===== config.mk =====
export PLATFORM = sky130hd
export DESIGN_NAME = days_between_dates_core_flat
export DESIGN_NICKNAME = d
export VERILOG_FILES = /design/src/hdl/dbd_pkg.sv /design/src/hdl/dbd_if.sv /design/src/hdl/dbd_pipe_ctl.sv /design/src/hdl/dbd_date_path.sv /design/src/hdl/days_between_dates_core.sv /design/src/flat_wrapper.sv
export VERILOG_INCLUDE_DIRS = /design/src /design/src/hdl
export SDC_FILE = /design/constraint.sdc
export NUM_CORES = 1
export LEC_CHECK = 0
export ABC_AREA = 0
export BUFFER_PORTS_ARGS = -buffer_cell sky130_fd_sc_hd__buf_4
export CAP_MARGIN = 20
export CELL_PAD_IN_SITES_DETAIL_PLACEMENT = 1
export CELL_PAD_IN_SITES_GLOBAL_PLACEMENT = 1
export CORE_MARGIN = 5
export CORE_UTILIZATION = 53
export CTS_CLUSTER_DIAMETER = 60
export DETAILED_ROUTE_END_ITERATION = 8
export MAX_ROUTING_LAYER = met4
export PLACE_DENSITY = 0.85
export REMOVE_ABC_BUFFERS = 1
export SLEW_MARGIN = 20
export SYNTH_ARGS = -nofsm -noshare
export SYNTH_HDL_FRONTEND = slang
export SYNTH_SLANG_ARGS = --single-unit

===== constraint.sdc =====
create_clock -name clk -period 6.8 [get_ports clk]
set_clock_uncertainty 0.15 [all_clocks]
set_input_delay 0.34 -clock clk [delete_from_list [all_inputs] [get_ports clk]]
set_output_delay 0.34 -clock clk [all_outputs]
set_load 0.02 [all_outputs]

===== src/hdl/days_between_dates_core_macros.svh =====
// Assertion macros shared by the day-count pipeline.
`ifndef DAYS_BETWEEN_DATES_CORE_MACROS_SVH
`define DAYS_BETWEEN_DATES_CORE_MACROS_SVH

// Same-cycle implication.
`define DBD_ASSERT_IMPLIES(name, clk, rst, cond, prop) \
  name: assert property (@(posedge clk) disable iff (rst) (cond) |-> (prop)) \
    else $error("assertion failed");

// Next-cycle implication.
`define DBD_ASSERT_NEXT(name, clk, rst, cond, prop) \
  name: assert property (@(posedge clk) disable iff (rst) (cond) |=> (prop)) \
    else $error("assertion failed");

`endif


===== src/hdl/dbd_pkg.sv =====
// Shared constants, types and calendar tables for the day-count pipeline.
package dbd_pkg;

  localparam int YEAR_BITS  = 14;
  localparam int DAY_BITS   = 5;
  localparam int MONTH_BITS = 4;
  localparam int COUNT_BITS = 23;

  localparam int YEAR_OFFSET = 400;
  localparam int YY_BITS     = $clog2((1 << YEAR_BITS) + YEAR_OFFSET);
  localparam int DIV_SHIFT   = YY_BITS;
  localparam int MUL_BITS    = DIV_SHIFT - 6;
  localparam int PROD_BITS   = YY_BITS + MUL_BITS;
  localparam int Q_BITS      = YY_BITS - 6;
  localparam int OFF_BITS    = 9;
  localparam int DN_BITS     = YY_BITS + 9;
  localparam int DIFF_BITS   = (DN_BITS > COUNT_BITS) ? DN_BITS : COUNT_BITS + 1;

  localparam logic [MUL_BITS-1:0] DIV_MUL = MUL_BITS'((1 << DIV_SHIFT) / 100);
  localparam logic [COUNT_BITS-1:0] COUNT_MAX = '1;

  localparam logic [MONTH_BITS-1:0] MONTH_JAN = MONTH_BITS'(1);
  localparam logic [MONTH_BITS-1:0] MONTH_FEB = MONTH_BITS'(2);
  localparam logic [MONTH_BITS-1:0] MONTH_DEC = MONTH_BITS'(12);

  // Stages: 0..4 per-date path, 5 output register.
  localparam int NUM_STAGES = 6;

  typedef struct packed {
    logic [NUM_STAGES-1:0] valid;
    logic [NUM_STAGES-1:0] load;
  } pipe_ctl_t;

  function automatic logic [DAY_BITS-1:0] month_len(input logic [MONTH_BITS-1:0] m);
    logic [DAY_BITS-1:0] len;
    case (m)
      4'd1, 4'd3, 4'd5, 4'd7, 4'd8, 4'd10, 4'd12: len = 5'd31;
      4'd4, 4'd6, 4'd9, 4'd11:                    len = 5'd30;
      4'd2:                                       len = 5'd28;
      default:                                    len = 5'd0;
    endcase
    return len;
  endfunction

  // Days before the month in a March-based year.
  function automatic logic [OFF_BITS-1:0] month_offset(input logic [MONTH_BITS-1:0] m);
    logic [OFF_BITS-1:0] off;
    case (m)
      4'd3:    off = 9'd0;
      4'd4:    off = 9'd31;
      4'd5:    off = 9'd61;
      4'd6:    off = 9'd92;
      4'd7:    off = 9'd122;
      4'd8:    off = 9'd153;
      4'd9:    off = 9'd184;
      4'd10:   off = 9'd214;
      4'd11:   off = 9'd245;
      4'd12:   off = 9'd275;
      4'd1:    off = 9'd306;
      4'd2:    off = 9'd337;
      default: off = 9'd0;
    endcase
    return off;
  endfunction

endpackage


===== src/hdl/dbd_if.sv =====
// Valid/ready channel interfaces for date pairs and day-count results.
interface dbd_in_if import dbd_pkg::*; ();
  logic                  valid;
  logic                  ready;
  logic [DAY_BITS-1:0]   first_day;
  logic [MONTH_BITS-1:0] first_month;
  logic [YEAR_BITS-1:0]  first_year;
  logic [DAY_BITS-1:0]   second_day;
  logic [MONTH_BITS-1:0] second_month;
  logic [YEAR_BITS-1:0]  second_year;

  modport source (
    output valid, first_day, first_month, first_year,
           second_day, second_month, second_year,
    input  ready
  );
  modport sink (
    input  valid, first_day, first_month, first_year,
           second_day, second_month, second_year,
    output ready
  );
endinterface

interface dbd_out_if import dbd_pkg::*; ();
  logic                  valid;
  logic                  ready;
  logic                  invalid;
  logic [COUNT_BITS-1:0] day_count;

  modport source (output valid, invalid, day_count, input ready);
  modport sink (input valid, invalid, day_count, output ready);
endinterface


===== src/hdl/dbd_pipe_ctl.sv =====
// Valid bits and per-stage load enables of the pipeline.
`include "days_between_dates_core_macros.svh"

module dbd_pipe_ctl import dbd_pkg::*; (
  input  logic      clk,
  input  logic      rst,
  input  logic      in_valid,
  input  logic      out_ready,
  output logic      in_ready,
  output pipe_ctl_t ctl
);

  logic [NUM_STAGES-1:0] valid;
  logic [NUM_STAGES-1:0] load;
  logic [NUM_STAGES-1:0] valid_prev;

  // A stage loads when empty or when its content moves on.
  always_comb begin
    load[NUM_STAGES-1] = !valid[NUM_STAGES-1] || out_ready;
    for (int i = NUM_STAGES - 2; i >= 0; i--) begin
      load[i] = !valid[i] || load[i+1];
    end
  end

  assign valid_prev = {valid[NUM_STAGES-2:0], in_valid};

  always_ff @(posedge clk) begin
    if (rst) begin
      valid <= '0;
    end else begin
      for (int i = 0; i < NUM_STAGES; i++) begin
        if (load[i]) begin
          valid[i] <= valid_prev[i];
        end
      end
    end
  end

  assign in_ready  = load[0];
  assign ctl.valid = valid;
  assign ctl.load  = load;

  `DBD_ASSERT_IMPLIES(a_no_overwrite, clk, rst, 1'b1, (valid[NUM_STAGES-2:0] & load[NUM_STAGES-2:0] & ~load[NUM_STAGES-1:1]) == '0)
  `DBD_ASSERT_IMPLIES(a_reset_empty, clk, rst, $past(rst), valid == '0)
  `DBD_ASSERT_NEXT(a_accept_fills, clk, rst, in_valid && in_ready, valid[0])

endmodule


===== src/hdl/dbd_date_path.sv =====
// Per-date pipeline: validity check and closed-form day number.
module dbd_date_path import dbd_pkg::*; (
  input  logic                  clk,
  input  pipe_ctl_t             ctl,
  input  logic [DAY_BITS-1:0]   day,
  input  logic [MONTH_BITS-1:0] month,
  input  logic [YEAR_BITS-1:0]  year,
  output logic [DN_BITS-1:0]    day_num,
  output logic                  ok
);

  logic [DAY_BITS-1:0]   s0_day, s1_day, s2_day;
  logic [MONTH_BITS-1:0] s0_month, s1_month, s2_month;
  logic [YY_BITS-1:0]    s0_yy, s1_yy, s2_yy, s3_yy;
  logic                  s0_ok, s1_ok, s2_ok, s3_ok;
  logic [PROD_BITS-1:0]  s1_prod;
  logic [Q_BITS-1:0]     s2_q, s3_q;
  logic [7:0]            s2_r;
  logic [OFF_BITS-1:0]   s3_off;

  logic [Q_BITS-1:0]     q_est;
  logic [YY_BITS-1:0]    r_est;
  logic                  r_over;
  logic [Q_BITS-1:0]     q_fix;
  logic [7:0]            r_fix;
  logic                  is_feb;
  logic                  leap;
  logic [DAY_BITS-1:0]   len;

  // Year shifted by 400, one less for January and February.
  always_ff @(posedge clk) begin
    if (ctl.load[0]) begin
      s0_day   <= day;
      s0_month <= month;
      s0_ok    <= (month >= MONTH_JAN) && (month <= MONTH_DEC) && (day != '0);
      s0_yy    <= YY_BITS'(year) + YY_BITS'(YEAR_OFFSET)
                  - YY_BITS'(month <= MONTH_FEB);
    end
  end

  // Reciprocal multiply for yy / 100.
  always_ff @(posedge clk) begin
    if (ctl.load[1]) begin
      s1_prod  <= PROD_BITS'(s0_yy) * PROD_BITS'(DIV_MUL);
      s1_yy    <= s0_yy;
      s1_day   <= s0_day;
      s1_month <= s0_month;
      s1_ok    <= s0_ok;
    end
  end

  assign q_est = s1_prod[DIV_SHIFT +: Q_BITS];
  assign r_est = s1_yy - YY_BITS'(YY_BITS'(q_est) * YY_BITS'(100));

  always_ff @(posedge clk) begin
    if (ctl.load[2]) begin
      s2_q     <= q_est;
      s2_r     <= r_est[7:0];
      s2_yy    <= s1_yy;
      s2_day   <= s1_day;
      s2_month <= s1_month;
      s2_ok    <= s1_ok;
    end
  end

  // Quotient estimate is low by at most one.
  assign r_over = s2_r >= 8'd100;
  assign q_fix  = r_over ? s2_q + Q_BITS'(1) : s2_q;
  assign r_fix  = r_over ? s2_r - 8'd100 : s2_r;

  // For February yy + 1 is the year plus 400, so test leap on yy + 1.
  assign is_feb = s2_month == MONTH_FEB;
  assign leap   = ((s2_yy[1:0] == 2'd3) && (r_fix != 8'd99))
                  || ((q_fix[1:0] == 2'd3) && (r_fix == 8'd99));
  assign len    = month_len(s2_month) + DAY_BITS'(is_feb && leap);

  always_ff @(posedge clk) begin
    if (ctl.load[3]) begin
      s3_yy  <= s2_yy;
      s3_q   <= q_fix;
      s3_off <= month_offset(s2_month) + OFF_BITS'(s2_day);
      s3_ok  <= s2_ok && (s2_day <= len);
    end
  end

  always_ff @(posedge clk) begin
    if (ctl.load[4]) begin
      day_num <= DN_BITS'(s3_yy) * DN_BITS'(365) + DN_BITS'(s3_yy >> 2)
                 - DN_BITS'(s3_q) + DN_BITS'(s3_q >> 2) + DN_BITS'(s3_off);
      ok      <= s3_ok;
    end
  end

endmodule


===== src/hdl/days_between_dates_core.sv =====
// Days between two Gregorian dates, fully pipelined.
// Throughput: one transaction per cycle while result is ready; each stage has its
// own valid bit and loads when empty or draining, so a stall backs up without loss.
// Reset (rst, synchronous): clears all valid bits; datapath registers are not reset.
`include "days_between_dates_core_macros.svh"

module days_between_dates_core import dbd_pkg::*; (
  input logic      clk,
  input logic      rst,
  dbd_in_if.sink   dates,
  dbd_out_if.source result
);

  pipe_ctl_t            ctl;
  logic [DN_BITS-1:0]   first_num, second_num;
  logic                 first_ok, second_ok;
  logic [DIFF_BITS-1:0] num_a, num_b, diff;
  logic                 res_invalid;
  logic [COUNT_BITS-1:0] res_count;

  dbd_pipe_ctl u_ctl (
    .clk       (clk),
    .rst       (rst),
    .in_valid  (dates.valid),
    .out_ready (result.ready),
    .in_ready  (dates.ready),
    .ctl       (ctl)
  );

  dbd_date_path u_first (
    .clk     (clk),
    .ctl     (ctl),
    .day     (dates.first_day),
    .month   (dates.first_month),
    .year    (dates.first_year),
    .day_num (first_num),
    .ok      (first_ok)
  );

  dbd_date_path u_second (
    .clk     (clk),
    .ctl     (ctl),
    .day     (dates.second_day),
    .month   (dates.second_month),
    .year    (dates.second_year),
    .day_num (second_num),
    .ok      (second_ok)
  );

  assign num_a = DIFF_BITS'(first_num);
  assign num_b = DIFF_BITS'(second_num);
  assign diff  = (num_a >= num_b) ? num_a - num_b : num_b - num_a;

  always_ff @(posedge clk) begin
    if (ctl.load[NUM_STAGES-1]) begin
      res_invalid <= !(first_ok && second_ok);
      if (!(first_ok && second_ok)) begin
        res_count <= '0;
      end else if (diff > DIFF_BITS'(COUNT_MAX)) begin
        res_count <= COUNT_MAX;
      end else begin
        res_count <= diff[COUNT_BITS-1:0];
      end
    end
  end

  assign result.valid     = ctl.valid[NUM_STAGES-1];
  assign result.invalid   = res_invalid;
  assign result.day_count = res_count;

  `DBD_ASSERT_IMPLIES(a_invalid_zero, clk, rst, result.valid && result.invalid, result.day_count == '0)

endmodule


===== src/flat_wrapper.sv =====
// flat-port wrapper written by rule: the top's interface ports become plain ports
module days_between_dates_core_flat import dbd_pkg::*;
  (clk, rst, dates_valid, dates_first_day, dates_first_month, dates_first_year, dates_second_day, dates_second_month, dates_second_year, dates_ready, result_valid, result_invalid, result_day_count, result_ready);
  dbd_in_if dates_i ();
  dbd_out_if result_i ();
  input logic clk;
  input logic rst;
  input wire logic [$bits(dates_i.valid)-1:0] dates_valid;
  input wire logic [$bits(dates_i.first_day)-1:0] dates_first_day;
  input wire logic [$bits(dates_i.first_month)-1:0] dates_first_month;
  input wire logic [$bits(dates_i.first_year)-1:0] dates_first_year;
  input wire logic [$bits(dates_i.second_day)-1:0] dates_second_day;
  input wire logic [$bits(dates_i.second_month)-1:0] dates_second_month;
  input wire logic [$bits(dates_i.second_year)-1:0] dates_second_year;
  output wire logic [$bits(dates_i.ready)-1:0] dates_ready;
  output wire logic [$bits(result_i.valid)-1:0] result_valid;
  output wire logic [$bits(result_i.invalid)-1:0] result_invalid;
  output wire logic [$bits(result_i.day_count)-1:0] result_day_count;
  input wire logic [$bits(result_i.ready)-1:0] result_ready;
  assign dates_i.valid = dates_valid;
  assign dates_i.first_day = dates_first_day;
  assign dates_i.first_month = dates_first_month;
  assign dates_i.first_year = dates_first_year;
  assign dates_i.second_day = dates_second_day;
  assign dates_i.second_month = dates_second_month;
  assign dates_i.second_year = dates_second_year;
  assign dates_ready = dates_i.ready;
  assign result_valid = result_i.valid;
  assign result_invalid = result_i.invalid;
  assign result_day_count = result_i.day_count;
  assign result_i.ready = result_ready;
  days_between_dates_core u_core (.clk(clk), .rst(rst), .dates(dates_i), .result(result_i));
endmodule

==> results of run 1 <==
flip-flops by register name, summed over array words and instances, names as in the netlist, 9 cells and up, named ones only:
signal and count:
u_core.u_second.s1_yy 15, u_core.u_second.s2_yy 15, u_core.u_first.s2_yy 15, u_core.u_first.s3_q 9, u_core.u_second.s3_q 9, u_core.result.day_count 23
u_core.u_first.s1_prod 9, u_core.u_first.day_num 24, u_core.u_first.s3_off 9, u_core.u_second.s1_prod 9, u_core.u_second.s3_off 9, u_core.u_first.s3_yy 15
u_core.u_second.day_num 24, u_core.u_second.s0_yy 15, u_core.u_first.s0_yy 15, u_core.u_first.s1_yy 15, u_core.u_second.s2_q 9, u_core.u_first.s2_q 9
u_core.u_second.s3_yy 15
critical path, cell delays in order (launching register included):
cell      delay, ps
edfxtp_1        550
inv_1           180
fa_1            550
inv_1            40
ha_1            260
inv_1            50
fa_1            510
inv_1            60
fa_1            530
inv_1            50
fa_1            480
inv_1            40
ha_1            350
a21o_1          210
or2_2           280
o32ai_1         460
o211a_1         290
a21oi_1         130
a211oi_2        300
or3_1           160
nand4_1          60
metrics by stage:
stage / instance area (µm²) / hold slack (ps) / cells / utilization (%)
finish: 34000 / 40.3 / 3670 / 59.0
global route: 34000 / 28.9 / 3669 / 59.0
CTS: 34000 / 5.39 / 3668 / 59.0
detailed placement: 32200 / 256 / 3558 / 55.9
global placement: 32200 / 252 / 3558 / 55.9
floorplan: 30700 / 250 / 2712 / -
layer usage:
| layer | global-route usage (%) | wire length (µm) | vias to the layer above |
|---|---|---|---|
| li1 | - | - | 9444 |
| met1 | 31.0 | 32600 | 10500 |
| met2 | 50.0 | 44900 | 455 |
| met3 | 2.88 | 2440 | 216 |
| met4 | 9.61 | 3260 | 0 |
| met5 | - | 0 | - |
area by class of cell:
cell class	instances	area (µm²)	area share, %
multi-input combinational	1716	17500	51.4
sequential	370	10800	31.8
inverter	626	2350	6.90
clock buffer	56	1180	3.46
tap	765	957	2.81
timing repair buffer	108	888	2.61
clock inverter	28	355	1.04
antenna	1	2.50	0.00735
logic make-up after synthesis:
kind of cell / count (synthesis)
compound gates: 428
xor+xnor: 138
fa+ha+maj: 737
buf+inv: 654
flops: 370
mux: 19
simple gates: 394
how the worst max path moves through the flow:
stage / end / depth (start not counted) / slack, ps
after floorplan: u_core.u_first.day_num[22]$_DFFE_PP_ / 20 / 1410
after global placement: u_core.u_first.day_num[22]$_DFFE_PP_ / 18 / 940
after detailed placement: u_core.u_first.day_num[22]$_DFFE_PP_ / 20 / 810
after CTS: u_core.u_first.day_num[22]$_DFFE_PP_ / 20 / 780
after global routing: u_core.u_first.day_num[22]$_DFFE_PP_ / 20 / 560
final: u_core.u_first.day_num[22]$_DFFE_PP_ / 20 / 800
placed cells by master, fill, tap and decap left out, types with 10 or more instances in the layout:
master	instances
a211oi_1	23
a21o_1	45
a21oi_1	138
a31oi_1	16
and2_1	11
and3_1	16
buf_4	81
clkbuf_1	10
clkbuf_16	45
dfxtp_1	30
dlygate4sd3_1	26
edfxtp_1	340
fa_1	264
ha_1	473
inv_1	623
mux2i_1	15
nand2_1	81
nand2b_1	19
nand3_1	35
nand4_1	26
nor2_1	99
nor2b_1	24
nor3_1	34
o211ai_1	17
o21a_1	20
o21ai_0	59
o21bai_1	19
o31ai_1	11
or3_1	10
xnor2_1	104
xor2_1	34
==> reports/results.ini, run 1 <==
[run_status]
outcome=finished, final reports clean

[synth]
synth_top_family_by_area=adder cells
synth_top_area_share_pct=33.1
syn-cell-area_um2=30900
yosys.area.top_type=edfxtp_1
synthTopCellsByArea=edfxtp_1 33%, ha_1 19%, fa_1 17%, inv_1 7.6%, xnor2_1 3.0%
netlist_top_cells_count=625 x inv_1, 473 x ha_1, 340 x edfxtp_1
synthMuxAreaShare_pct=0.632
synth-adder-area-share_pct=36.3
yosys_warnings=0
ys_types=90
synth_most_common_cell=inv_1
ys_seq_area_share_pct=35.0
synth_compound_area_share_pct=9.40
synth_edf_count=340
synthArstFlopShare_pct=0
ys_ff_latch=370
syn_inst=2740
syn_avg_cell_area_um2=11.3
yosys.area_share.simple_pct=6.45
synthFlopType=edfxtp_1
synth_xor_area_share_pct=3.92

[worst_setup_path]
r2r_cells=20
worstPathArrival_ps=6160
cp_max_fo=6
endpoint_kind=flop
regToRegSetupSlack_ps=800
cp-startpoint=u_core.u_first.s3_yy[8]$_DFFE_PP_
startpoint_type=flop
reg2reg_to=u_core.u_first.day_num[22]$_DFFE_PP_
reg2reg_from=u_core.u_first.s3_yy[8]$_DFFE_PP_
cp.required_ps=6960
timing_worst_setup_path_type=flop to flop

[sta]
min_period_ps=6000
final_hold_viol_count=0
period_share_pct=88.2
slew-limit-headroom_pct=31.5
fin_ws_ps=802
rsz0062_at_grt=false
slew_viol_final=0
setup_viol=0
setup_tns_ps=0
tightest_slew_ps=998
maxClockFrequency_mhz=167

[floorplanning]
rows=88
die_area_um2=63200
die_w_um=251
die_h_um=251
core_area_um2=57700
io_pins=76
initial_core_util_pct=53.5

[finish]
final_nets=3654
nFillCells=5971
area_delta_synth_final_pct=10.3
drive_gt1_share_pct=6.89

[cts]
ctsResizeCount=0
cts_setup_buffers=0
hold_buffers=26
cts_max_level=2
clock_latency_ps=600
clk_pin_slew_ps=60
clock_path_buffers=3
numCtsBuffers=45
cts_tree=built
cts.sinks=370
root_buffer=clkbuf_16

[placement]
hpwl_mm=60.7
place.gp.congestion=0.873
place_ws_ps=808
port_buffers=75

[min_path]
min_path_cells=3
hold_end=u_core.u_first.s0_yy[9]$_DFFE_PP_
min_path_type=primary input to flop
worstHoldStart=dates_first_year[9]

[drt]
drc=0
via_count=20600
ant_nets=0
viasPerCell=5.61
avgRoutedWirePerCell_um=22.7
dr.first_iter.drc_count=1039
dr.pass1.iters=5
routed_wl_mm=83.2

[global_route]
grt_pass1_vias=24000
grtUsageTotal_pct=27.2
grt_max_degree=69
antenna_found_initial=1
overflow=0
grt_pass1_wl_mm=133

[run]
max_cap_viol_count=0

Power of run 1 is not shown: default switching activity piles up to over one toggle a cycle in this logic, so the estimate is an artifact.
==> run 2: changes to the inputs <==
CORE_UTILIZATION = 57   (was 53)
PLACE_DENSITY = 0.9   (was 0.85)
SKIP_CTS_REPAIR_TIMING = 1   (was unset)
clock period = 7.78 ns   (was 6.8 ns; I/O delays follow)
==> reports/results.ini, run 2 (synthesis gave the netlist of run 1 again) <==
[run_status]
outcome=finished, final reports clean

[sta]
slew_viol_final=0
slew-limit-headroom_pct=31.2
setup_viol=0
tightest_slew_ps=1000
setup_tns_ps=0
rsz0062_at_grt=false
maxClockFrequency_mhz=164
period_share_pct=78.5
min_period_ps=6110
final_hold_viol_count=0

[floorplanning]
die_w_um=243
die_area_um2=58900
core_area_um2=53700
initial_core_util_pct=57.5
rows=85
die_h_um=243
io_pins=76

[placement]
hpwl_mm=65.9
place.gp.congestion=0.914
placed_cells=3489
port_buffers=75

[cts]
root_buffer=clkbuf_16
cts_tree=built
clock_path_buffers=3
clock_latency_ps=610
cts_max_level=2
cts.sinks=370
clk_pin_slew_ps=60
numCtsBuffers=44

[drt]
dr.pass1.iters=7
via_count=22100
avgRoutedWirePerCell_um=26.9
routed_wl_mm=96.5
drc=0
dr.first_iter.drc_count=1711
viasPerCell=6.15
ant_nets=0

[finish]
nFillCells=5408
multi_input_area_um2=17500
final-seq-area_um2=10800
final_cell_mix=623 x inv_1, 473 x ha_1, 340 x edfxtp_1, 264 x fa_1, 138 x a21oi_1
fin_util_pct=62.9
area_delta_synth_final_pct=9.39
fin_cells=3592
final_nets=3648
layout_commonest_cell=inv_1
drive_gt1_share_pct=6.91

[global_route]
grtUsageTotal_pct=31.3
grt_pass1_vias=24500
grt_pass1_wl_mm=141
overflow=0
grt_max_degree=69
antenna_found_initial=2

[run]
max_cap_viol_count=0

[worst_setup_path]
timing_worst_setup_path_type=flop to flop
endpoint_kind=flop
startpoint_type=flop
cp_max_fo=5
worstPathArrival_ps=6300
cp.required_ps=7970

[min_path]
min_path_type=primary input to flop

run 2: per-layer routing:
metal  global-route usage, %  vias up  routed length [µm]
met2                    56.2     1031               50200
met4                    15.0        0                6370
li1                        -     9424                   -
met1                    34.3    11200               34600
met3                    4.70      441                5290
met5                       -        -                   0
run 2: worst max-delay path, stage by stage, from the launching register on:
cell and delay [ps]:
edfxtp_1 490, inv_1 290, fa_1 490, fa_1 550
inv_1 60, fa_1 470, fa_1 490, inv_1 60
fa_1 540, inv_1 60, ha_1 360, o21a_1 200
o31a_1 230, o21ai_1 120, a311oi_1 480, a41oi_1 260
a211oi_1 320, nor3_1 90, xnor2_1 120
run 2: path summary, 6_finish.rpt:
path | startpoint | to | slack (ps) | cells past startpoint
max reg2reg | u_core.u_second.s3_yy[5]$_DFFE_PP_ | u_core.u_second.day_num[22]$_DFFE_PP_ | 1670 | 18
min | dates_first_year[1] | u_core.u_first.s0_yy[2]$_DFFE_PP_ | 20 | 2
max | u_core.u_second.s3_yy[5]$_DFFE_PP_ | u_core.u_second.day_num[22]$_DFFE_PP_ | 1670 | 18
min reg2reg | u_core.u_first.s2_yy[10]$_DFFE_PN_ | u_core.u_first.s3_yy[10]$_DFFE_PP_ | 260 | 0
run 2: cell type report:
class	instances	share of cell area (%)
timing repair buffer	103	2.45
multi-input combinational	1716	51.9
tap	696	2.58
sequential	370	32.0
antenna	1	0.00741
inverter	626	6.96
clock buffer	55	3.47
clock inverter	25	0.649
run 2: per-stage QoR:
step,worst slack [ps],hold slack [ps],instance area (µm²)
final,1670,23.0,33800
after global routing,1270,38.3,33800
after CTS,1730,-204,33500
after detailed placement,1770,256,32100
after global placement,2040,250,32100
after floorplan,2390,250,30700
Power of run 2 is left out for the same reason.
